--- src/hw/rtl/sag_pkg.sv ---
// Shared types and constants for the strided address generator
// No dependencies; used by every module in hw/rtl
package sag_pkg;

    // packed slots in the extent and stride words, dimension 0 in the top bits
    localparam int SLOTS = 4;
    localparam int EXT_W = 16;

    // configuration register indexes
    localparam logic [2:0] CFG_MODE       = 3'd0;
    localparam logic [2:0] CFG_DIM_COUNT  = 3'd1;
    localparam logic [2:0] CFG_EXTENTS    = 3'd2;
    localparam logic [2:0] CFG_STRIDES    = 3'd3;
    localparam logic [2:0] CFG_BASE       = 3'd4;
    localparam logic [2:0] CFG_FILL       = 3'd5;

    // modes
    localparam logic [1:0] MODE_GATHER  = 2'd0;
    localparam logic [1:0] MODE_SCATTER = 2'd1;
    localparam logic [1:0] MODE_FILL    = 2'd2;

    // reset values
    localparam logic [1:0]  RST_MODE      = MODE_GATHER;
    localparam logic [2:0]  RST_DIM_COUNT = 3'd1;
    localparam logic [63:0] RST_EXTENTS   = 64'h0001_0001_0001_0001;
    localparam logic [63:0] RST_STRIDES   = 64'h0;
    localparam logic [31:0] RST_BASE      = 32'h0;
    localparam logic [31:0] RST_FILL      = 32'h0;

    typedef struct packed {
        logic [1:0]  mode;
        logic [2:0]  dim_count;
        logic [63:0] extent_words;
        logic [63:0] stride_words;
        logic [31:0] base_offset;
        logic [31:0] fill_value;
    } t_cfg;

    typedef struct packed {
        logic        restart;
        logic [31:0] data_in;
    } t_in_beat;

    typedef struct packed {
        logic [31:0] strided_address;
        logic [31:0] linear_index;
        logic [31:0] write_value;
        logic        last;
        logic        address_overflow;
    } t_out_beat;

    // pipeline stage controls
    typedef struct packed {
        logic accept;
        logic load1;
        logic load2;
        logic load3;
    } t_adv;

endpackage

--- src/hw/rtl/sag_walk.sv ---
// Position counters, element count and the input stage register
// Depends on sag_pkg
module sag_walk #(
    parameter int MAX_DIMS = 4
) (
    input  logic              i_clk,
    input  logic              i_rst_n,
    input  sag_pkg::t_cfg     i_cfg,
    input  sag_pkg::t_adv     i_adv,
    input  sag_pkg::t_in_beat i_beat,
    output logic [15:0]       o_pos [MAX_DIMS < sag_pkg::SLOTS ? MAX_DIMS : sag_pkg::SLOTS],
    output logic [(MAX_DIMS < sag_pkg::SLOTS ? MAX_DIMS : sag_pkg::SLOTS)-1:0] o_in_use,
    output logic [31:0]       o_index,
    output logic [31:0]       o_wval,
    output logic              o_last
);

    localparam int NUM_SLOTS = MAX_DIMS < sag_pkg::SLOTS ? MAX_DIMS : sag_pkg::SLOTS;

    logic [15:0]          r_pos [NUM_SLOTS];
    logic [15:0]          n_pos [NUM_SLOTS];
    logic [31:0]          r_count;
    logic [31:0]          n_count;
    logic [15:0]          pos_eff [NUM_SLOTS];
    logic [31:0]          count_eff;
    logic [NUM_SLOTS-1:0] in_use;
    logic [NUM_SLOTS-1:0] at_end;
    logic [3:0]           dims;
    logic                 wrap;

    // stage one payload
    logic [15:0]          r_s1_pos [NUM_SLOTS];
    logic [NUM_SLOTS-1:0] r_s1_in_use;
    logic [31:0]          r_s1_index;
    logic [31:0]          r_s1_wval;
    logic                 r_s1_last;

    always_comb begin
        logic [15:0] ext;
        logic        c;
        dims = {1'b0, i_cfg.dim_count};
        if (dims == 4'd0) begin
            dims = 4'd1;
        end else if (dims > 4'(NUM_SLOTS)) begin
            dims = 4'(NUM_SLOTS);
        end
        count_eff = i_beat.restart ? 32'd0 : r_count;
        for (int d = 0; d < NUM_SLOTS; d++) begin
            pos_eff[d] = i_beat.restart ? 16'd0 : r_pos[d];
            in_use[d]  = 4'(d) < dims;
            ext        = i_cfg.extent_words[(sag_pkg::SLOTS - 1 - d) * sag_pkg::EXT_W +: 16];
            // zero extent counts as one, so the counter is always at its end
            at_end[d]  = (ext == 16'd0) || (pos_eff[d] >= ext - 16'd1);
        end
        // innermost dimension counts fastest, carry ripples outward
        c = 1'b1;
        for (int d = NUM_SLOTS - 1; d >= 0; d--) begin
            n_pos[d] = pos_eff[d];
            if (in_use[d] && c) begin
                n_pos[d] = at_end[d] ? 16'd0 : pos_eff[d] + 16'd1;
                c        = at_end[d];
            end
        end
        wrap = c;
        if (wrap) begin
            for (int d = 0; d < NUM_SLOTS; d++) begin
                n_pos[d] = 16'd0;
            end
            n_count = 32'd0;
        end else begin
            n_count = count_eff + 32'd1;
        end
    end

    always_ff @(posedge i_clk) begin
        if (!i_rst_n) begin
            for (int d = 0; d < NUM_SLOTS; d++) begin
                r_pos[d] <= 16'd0;
            end
            r_count <= 32'd0;
        end else if (i_adv.accept) begin
            r_pos   <= n_pos;
            r_count <= n_count;
        end
    end

    always_ff @(posedge i_clk) begin
        if (i_adv.load1) begin
            r_s1_pos    <= pos_eff;
            r_s1_in_use <= in_use;
            r_s1_index  <= count_eff;
            r_s1_wval   <= (i_cfg.mode == sag_pkg::MODE_FILL) ? i_cfg.fill_value
                                                              : i_beat.data_in;
            r_s1_last   <= wrap;
        end
    end

    assign o_pos    = r_s1_pos;
    assign o_in_use = r_s1_in_use;
    assign o_index  = r_s1_index;
    assign o_wval   = r_s1_wval;
    assign o_last   = r_s1_last;

endmodule

--- src/hw/rtl/sag_addr.sv ---
// Address datapath: stride products, then offset sum and overflow into the output register
// Depends on sag_pkg
module sag_addr #(
    parameter int MAX_DIMS   = 4,
    parameter int ADDR_WIDTH = 32
) (
    input  logic               i_clk,
    input  sag_pkg::t_cfg      i_cfg,
    input  sag_pkg::t_adv      i_adv,
    input  logic [15:0]        i_pos [MAX_DIMS < sag_pkg::SLOTS ? MAX_DIMS : sag_pkg::SLOTS],
    input  logic [(MAX_DIMS < sag_pkg::SLOTS ? MAX_DIMS : sag_pkg::SLOTS)-1:0] i_in_use,
    input  logic [31:0]        i_index,
    input  logic [31:0]        i_wval,
    input  logic               i_last,
    output sag_pkg::t_out_beat o_beat
);

    localparam int NUM_SLOTS = MAX_DIMS < sag_pkg::SLOTS ? MAX_DIMS : sag_pkg::SLOTS;
    localparam int AW        = ADDR_WIDTH < 32 ? ADDR_WIDTH : 32;
    localparam int SUM_W     = 32 + $clog2(NUM_SLOTS + 1);

    logic [31:0]        r_prod [NUM_SLOTS];
    logic [31:0]        r_s2_index;
    logic [31:0]        r_s2_wval;
    logic               r_s2_last;
    logic [SUM_W-1:0]   sum;
    sag_pkg::t_out_beat r_out;

    always_ff @(posedge i_clk) begin
        if (i_adv.load2) begin
            for (int d = 0; d < NUM_SLOTS; d++) begin
                r_prod[d] <= i_in_use[d]
                    ? i_cfg.stride_words[(sag_pkg::SLOTS - 1 - d) * sag_pkg::EXT_W +: 16]
                      * i_pos[d]
                    : 32'd0;
            end
            r_s2_index <= i_index;
            r_s2_wval  <= i_wval;
            r_s2_last  <= i_last;
        end
    end

    always_comb begin
        sum = SUM_W'(i_cfg.base_offset);
        for (int d = 0; d < NUM_SLOTS; d++) begin
            sum = sum + SUM_W'(r_prod[d]);
        end
    end

    always_ff @(posedge i_clk) begin
        if (i_adv.load3) begin
            r_out.strided_address  <= 32'(sum[AW-1:0]);
            r_out.linear_index     <= r_s2_index;
            r_out.write_value      <= r_s2_wval;
            r_out.last             <= r_s2_last;
            r_out.address_overflow <= |sum[SUM_W-1:AW];
        end
    end

    assign o_beat = r_out;

endmodule

--- src/hw/rtl/strided_address_generator.sv ---
// Strided N-dimensional address generator, top level: config registers, stage handshake
// Depends on sag_pkg, sag_walk, sag_addr
//
// Walks an N-dimensional view in row-major order, one element per input beat, and returns
// for each beat the strided address (base offset plus stride times position summed over
// the dimensions in use), the running compact index, the value to write and a last flag
// on the final element, after which the counters wrap. A beat is taken every cycle unless the
// input is stalled. The position counters and carry chain update at the accept edge, as the
// first stage register loads; the stride multiplies fill the second stage and the offset sum
// with the overflow check loads the output register. The three stages fill up while the
// output is stalled, so input stall rises only once all three hold a beat. The user must write
// configuration only while no beat is in flight; the block itself does not enforce this.
module strided_address_generator #(
    parameter int MAX_DIMS   = 4,
    parameter int ADDR_WIDTH = 32
) (
    input  logic               i_clk,
    input  logic               i_rst_n,
    input  logic               i_in_valid,
    output logic               o_in_stall,
    input  sag_pkg::t_in_beat  i_in_data,
    output logic               o_out_valid,
    input  logic               i_out_stall,
    output sag_pkg::t_out_beat o_out_data,
    input  logic               i_cfg_we,
    input  logic [2:0]         i_cfg_index,
    input  logic [63:0]        i_cfg_data
);

    localparam int NUM_SLOTS = MAX_DIMS < sag_pkg::SLOTS ? MAX_DIMS : sag_pkg::SLOTS;

    sag_pkg::t_cfg        r_cfg;
    sag_pkg::t_adv        adv;
    logic                 r_v1;
    logic                 r_v2;
    logic                 r_v3;
    logic [15:0]          s1_pos [NUM_SLOTS];
    logic [NUM_SLOTS-1:0] s1_in_use;
    logic [31:0]          s1_index;
    logic [31:0]          s1_wval;
    logic                 s1_last;

    always_ff @(posedge i_clk) begin
        if (!i_rst_n) begin
            r_cfg.mode         <= sag_pkg::RST_MODE;
            r_cfg.dim_count    <= sag_pkg::RST_DIM_COUNT;
            r_cfg.extent_words <= sag_pkg::RST_EXTENTS;
            r_cfg.stride_words <= sag_pkg::RST_STRIDES;
            r_cfg.base_offset  <= sag_pkg::RST_BASE;
            r_cfg.fill_value   <= sag_pkg::RST_FILL;
        end else if (i_cfg_we) begin
            unique case (i_cfg_index)
                sag_pkg::CFG_MODE:      r_cfg.mode         <= i_cfg_data[1:0];
                sag_pkg::CFG_DIM_COUNT: r_cfg.dim_count    <= i_cfg_data[2:0];
                sag_pkg::CFG_EXTENTS:   r_cfg.extent_words <= i_cfg_data;
                sag_pkg::CFG_STRIDES:   r_cfg.stride_words <= i_cfg_data;
                sag_pkg::CFG_BASE:      r_cfg.base_offset  <= i_cfg_data[31:0];
                sag_pkg::CFG_FILL:      r_cfg.fill_value   <= i_cfg_data[31:0];
                default: ;
            endcase
        end
    end

    // a stage loads when it is empty or its beat moves on
    always_comb begin
        adv.load3  = !r_v3 || !i_out_stall;
        adv.load2  = !r_v2 || adv.load3;
        adv.load1  = !r_v1 || adv.load2;
        adv.accept = i_in_valid && adv.load1;
    end

    always_ff @(posedge i_clk) begin
        if (!i_rst_n) begin
            r_v1 <= 1'b0;
            r_v2 <= 1'b0;
            r_v3 <= 1'b0;
        end else begin
            if (adv.load1) begin
                r_v1 <= i_in_valid;
            end
            if (adv.load2) begin
                r_v2 <= r_v1;
            end
            if (adv.load3) begin
                r_v3 <= r_v2;
            end
        end
    end

    assign o_in_stall  = !adv.load1;
    assign o_out_valid = r_v3;

    sag_walk #(
        .MAX_DIMS(MAX_DIMS)
    ) u_walk (
        .i_clk    (i_clk),
        .i_rst_n  (i_rst_n),
        .i_cfg    (r_cfg),
        .i_adv    (adv),
        .i_beat   (i_in_data),
        .o_pos    (s1_pos),
        .o_in_use (s1_in_use),
        .o_index  (s1_index),
        .o_wval   (s1_wval),
        .o_last   (s1_last)
    );

    sag_addr #(
        .MAX_DIMS  (MAX_DIMS),
        .ADDR_WIDTH(ADDR_WIDTH)
    ) u_addr (
        .i_clk    (i_clk),
        .i_cfg    (r_cfg),
        .i_adv    (adv),
        .i_pos    (s1_pos),
        .i_in_use (s1_in_use),
        .i_index  (s1_index),
        .i_wval   (s1_wval),
        .i_last   (s1_last),
        .o_beat   (o_out_data)
    );

    // input stalls only with every stage holding a beat
    a_stall_full: assert property (@(posedge i_clk) disable iff (!i_rst_n)
        o_in_stall |-> (r_v1 && r_v2 && r_v3))
        else $error("input stalled with a free stage");

    // a restarted beat starts counting from zero
    a_restart_index: assert property (@(posedge i_clk) disable iff (!i_rst_n)
        (adv.accept && i_in_data.restart) |=> (s1_index == 32'd0))
        else $error("restart did not clear the element count");

    // a new output beat must come from a filled second stage
    a_out_source: assert property (@(posedge i_clk) disable iff (!i_rst_n)
        (o_out_valid && !$past(o_out_valid)) |-> $past(r_v2))
        else $error("output beat appeared from an empty stage");

endmodule
--- config.mk ---
export PLATFORM = sky130hd
export DESIGN_NAME = strided_address_generator
export DESIGN_NICKNAME = d
export VERILOG_FILES = /design/src/hw/rtl/sag_pkg.sv /design/src/hw/rtl/sag_walk.sv /design/src/hw/rtl/sag_addr.sv /design/src/hw/rtl/strided_address_generator.sv
export SDC_FILE = /design/constraint.sdc
export NUM_CORES = 2
export LEC_CHECK = 0
export ABC_AREA = 1
export BUFFER_PORTS_ARGS = -buffer_cell sky130_fd_sc_hd__buf_4
export CAP_MARGIN = 40
export CORE_MARGIN = 1.5
export CORE_UTILIZATION = 45
export CTS_BUF_LIST = sky130_fd_sc_hd__clkbuf_8
export CTS_CLUSTER_DIAMETER = 100
export DETAILED_ROUTE_END_ITERATION = 7
export GPL_TIMING_DRIVEN = 0
export SLEW_MARGIN = 30
export SYNTH_ARGS = -nofsm -noshare
export SYNTH_HDL_FRONTEND = slang
export SYNTH_SLANG_ARGS = --single-unit
--- constraint.sdc ---
create_clock -name i_clk -period 13.05 [get_ports i_clk]
set_clock_uncertainty 0.05 [all_clocks]
set_input_delay 0 -clock i_clk [delete_from_list [all_inputs] [get_ports i_clk]]
set_output_delay 0 -clock i_clk [all_outputs]
set_load 0.005 [all_outputs]
==> metrics.cfg <==
[global_route]
antenna_found_initial=17
grt_max_degree=86
grt-ovfl-total=0
grt_pass1_wl_um=339000
grt_usage_pct=28.3
grt_pass1_vias=57600

[floorplan]
die_height_um=398
core_area_mm2=0.154
die_w_um=398
dieArea_mm2=0.158
io_pins=205
fp-row-count=144
start_util_pct=45.5

[routing]
wl_met2_um=96800
wirelength_um=222000
drc=0
viasPerCell=5.11
top_layer=met5
wl_met3_um=18100
met1_length_um=97700
firstDrtPassIters=6
vias=57100
wl_per_cell_um=19.9
drt_iter0_drc=4351
ant_nets=0

[yosys]
synth.avg_cell_area_um2=8.31
async_flop_share_pct=0
postSynthCellCount=8448
syn_area_mm2=0.0702
yosysSeqAreaShare_pct=26.6
synth_edf_count=424
ys_seq_elements=720
synth_ff_type=edfxtp_1
ys_types=57
ys_warn_count=0
synth_nets=9949

[pwr]
powerDensity_mw_per_mm2=68.0
p_leak_nw=41.0
ir_drop_uv=81.9
p_sw_share_pct=29.0
intPower_mw=3.84
total_power_mw=5.41
p_sw_mw=1.57
power_frac_comb_pct=12.7
p_seq_share_pct=46.4
p_clk_share_pct=40.9

[finish]
nNetsFinal=10500
area_delta_synth_final_pct=13.3
final_util_pct=51.5
layout-drive-gt1-share_pct=6.15

[worst_setup_path]
cp_data_arrival_time_ns=7.99
path_max_fanout=10
cp-end-kind=flip-flop
rrSetupSlack_ns=5.71
r2r-end=u_addr.r_prod[0][26]$_SDFFCE_PN0P_
reg2reg_depth=21
critPathMaxStageDelay_ns=0.66
cpMostUsedCell=fa_1
critPathLaunch=r_cfg[126]$_SDFFE_PN0P_
rr_startpoint=r_cfg[126]$_SDFFE_PN0P_
required_ns=13.70
endpoint=u_addr.r_prod[0][26]$_SDFFCE_PN0P_
critPathKind=reg2reg
path_cells=clkbuf_1 -> clkbuf_1 -> nand2_1 -> fa_1 -> fa_1 -> inv_1 -> fa_1 -> fa_1 -> fa_1 -> inv_1 -> fa_1 -> inv_1 -> ha_1 -> nand2_1 -> nor3_1 -> nand4_1 -> nand3_1 -> a21o_1 -> a21oi_1 -> or2_2 -> a21oi_1
start_kind=flip-flop
crit_slowest_cell=clkbuf_1

[clock_network]
worstSkewPairLatency_ns=0.90
cts_buffer_depth=3
clk_pin_slew_ns=0.06
post_cts_buffers=0
cts_root_buffer=clkbuf_8
cts_htree_levels=4
cts_tree=built
cts_buffers=131
clock_sinks=720
hold_buffers=227
cts_resized=0

[sta]
maxSlewViolCount=0
holdWs_ns=0.107
hold_violations=0
finalSetupViolCount=0
fmax_mhz=136
timing.final.crit_share_pct=56.3
max_slew.worst_pin.slew_ns=0.903
fin_crit_ns=7.34
maxSlewHeadroom_pct=39.7
rsz0062_at_grt=no
worst_slack_ns=5.71

[min_path]
holdPathStages=4
min_path_type=in2reg

[place]
portBuffers=202
preCtsSetupSlack_ns=5.90
place_hpwl_um=179000
place.gp.congestion=0.972

[status]
status=complete, no violations

[job]
cap_viol_max_count=0

## sequential cells by signal, summed over array words and instances, names as in the netlist
signal and cells:
u_walk.o_wval 32, r_v1 1, u_walk.r_count 32, r_cfg 197
u_addr.r_s2_last 1, o_out_valid 1, u_addr.r_s2_index 32, u_walk.o_pos 64
u_walk.o_last 1, r_v2 1, u_walk.r_pos 64, u_addr.r_prod 128
u_addr.r_s2_wval 32, u_addr.o_beat 98, u_walk.o_in_use 4, u_walk.o_index 32
## layer usage
metal,up-vias,global-route usage (%)
met5,-,0
li1,27000,-
met1,27600,38.7
met3,384,6.03
met2,2076,43.7
met4,12,11.6
## critical path, delay by kind of cell, from the launching register on
| kind | cells | cell delay, ns |
|---|---|---|
| AO/OA/AOI/OAI | 3 | 0.39 |
| adder cells (fa/ha/maj) | 7 | 3.49 |
| buffers and inverters | 5 | 1.32 |
| flip-flops | 1 | 0.31 |
| AND/OR/NAND/NOR | 6 | 1.55 |
## how the worst min path moves through the flow
stage / slack [ns] / startpoint / endpoint
3_5_place_dp: 0.19 / i_cfg_data[42] / r_cfg[170]$_SDFFE_PN0P_
6_report: 0.11 / i_cfg_data[5] / r_cfg[37]$_SDFFE_PN0P_
4_1_cts: 0.004 / i_cfg_data[17] / r_cfg[49]$_SDFFE_PN0P_
5_1_grt: 0.07 / i_cfg_data[5] / r_cfg[37]$_SDFFE_PN0P_
3_3_place_gp: 0.19 / i_cfg_data[45] / r_cfg[173]$_SDFFE_PN0P_
2_1_floorplan: 0.08 / i_cfg_data[0] / r_cfg[192]$_SDFFE_PN1P_
## Yosys cell counts, types with 3 or more instances
master,n,area share [%]
nor2_4,9,0.14
o21a_1,21,0.22
nand2_1,1696,9.1
xor2_1,133,1.7
o21bai_1,22,0.24
nand2_2,11,0.098
xnor2_1,66,0.82
o21ai_0,419,3.0
nand4_1,30,0.27
o2111a_1,4,0.064
buf_1,28,0.15
ha_1,555,9.9
a21oi_1,517,3.7
buf_6,7,0.11
buf_2,18,0.13
nand3b_1,30,0.32
nor4_1,22,0.20
edfxtp_1,424,18
nor3_2,19,0.27
o31ai_1,3,0.032
o21ai_1,4,0.029
a221oi_1,8,0.10
a211oi_1,3,0.032
nor3b_1,5,0.053
or2_2,4,0.036
fa_1,841,24
mux2_2,32,0.51
dfxtp_1,296,8.4
nor2_1,610,3.3
a31oi_1,22,0.20
nand2_4,3,0.048
nand3_2,5,0.071
clkbuf_1,334,1.8
o211ai_1,13,0.14
nand3_1,165,1.2
nor2_2,24,0.21
a21boi_0,8,0.086
inv_1,1926,10
inv_2,9,0.048
nor3_1,56,0.40
a21o_1,26,0.28
## through the flow
stage | cell area, um2 | setup TNS (ns) | instances
finish | 79500 | 0 | 11200
global route | 79500 | 0 | 11200
CTS | 79500 | 0 | 11200
detailed placement | 74500 | 0 | 10700
global placement | 74300 | -456.41 | 10700
floorplan | 70200 | 0 | 8448
## cell type report
type                       count  area, um2
clock inverter                94        663
inverter                    1937       7290
buffer                       390       1570
timing repair buffer         444       4040
sequential                   720      18700
fill                       14800      74900
multi-input combinational   5401      42700
tap                         2044       2560
clock buffer                 146       2010
antenna                        5       12.5
## layout by cell type, fill, tap and decap left out, types with 19 or more instances in the layout
master / n
o21bai_1: 22
a21oi_1: 517
mux2_2: 32
inv_1: 1959
nor2_1: 609
fa_1: 841
nand3b_1: 30
nand2_1: 1695
nor3_2: 19
clkbuf_1: 334
o21a_1: 21
clkbuf_8: 147
dfxtp_1: 296
buf_4: 207
nand4_1: 30
nor2_2: 25
o21ai_0: 419
nor4_1: 22
nand3_1: 165
xor2_1: 133
clkinv_1: 20
edfxtp_1: 424
dlygate4sd3_1: 227
buf_2: 19
a21o_1: 26
buf_1: 27
ha_1: 555
a31oi_1: 22
xnor2_1: 66
nor3_1: 56
## kinds of logic (layout without fill, tap and decap cells)
| group | count (synthesis) | in the layout | synth area share (%) |
|---|---|---|---|
| compound gates | 1077 | 1077 | 8.19 |
| xor+xnor | 199 | 199 | 2.48 |
| fa+ha+maj | 1396 | 1396 | 33.9 |
| buf+inv | 2327 | 3011 | 12.6 |
| flops | 720 | 720 | 26.6 |
| mux | 33 | 33 | 0.528 |
| other cells | 1 | 6 | 0.00534 |
| simple gates | 2695 | 2695 | 15.7 |
## power by group through the flow
stage	combinational, mW	sequential (mW)	clock, mW
floorplan	0.345	2.54	0
global placement	0.612	2.55	0
detailed placement	0.619	2.55	0
CTS	0.677	2.51	2.27
global route	0.743	2.51	2.36
finish	0.687	2.51	2.21
Power figures use the tool's default switching activity.
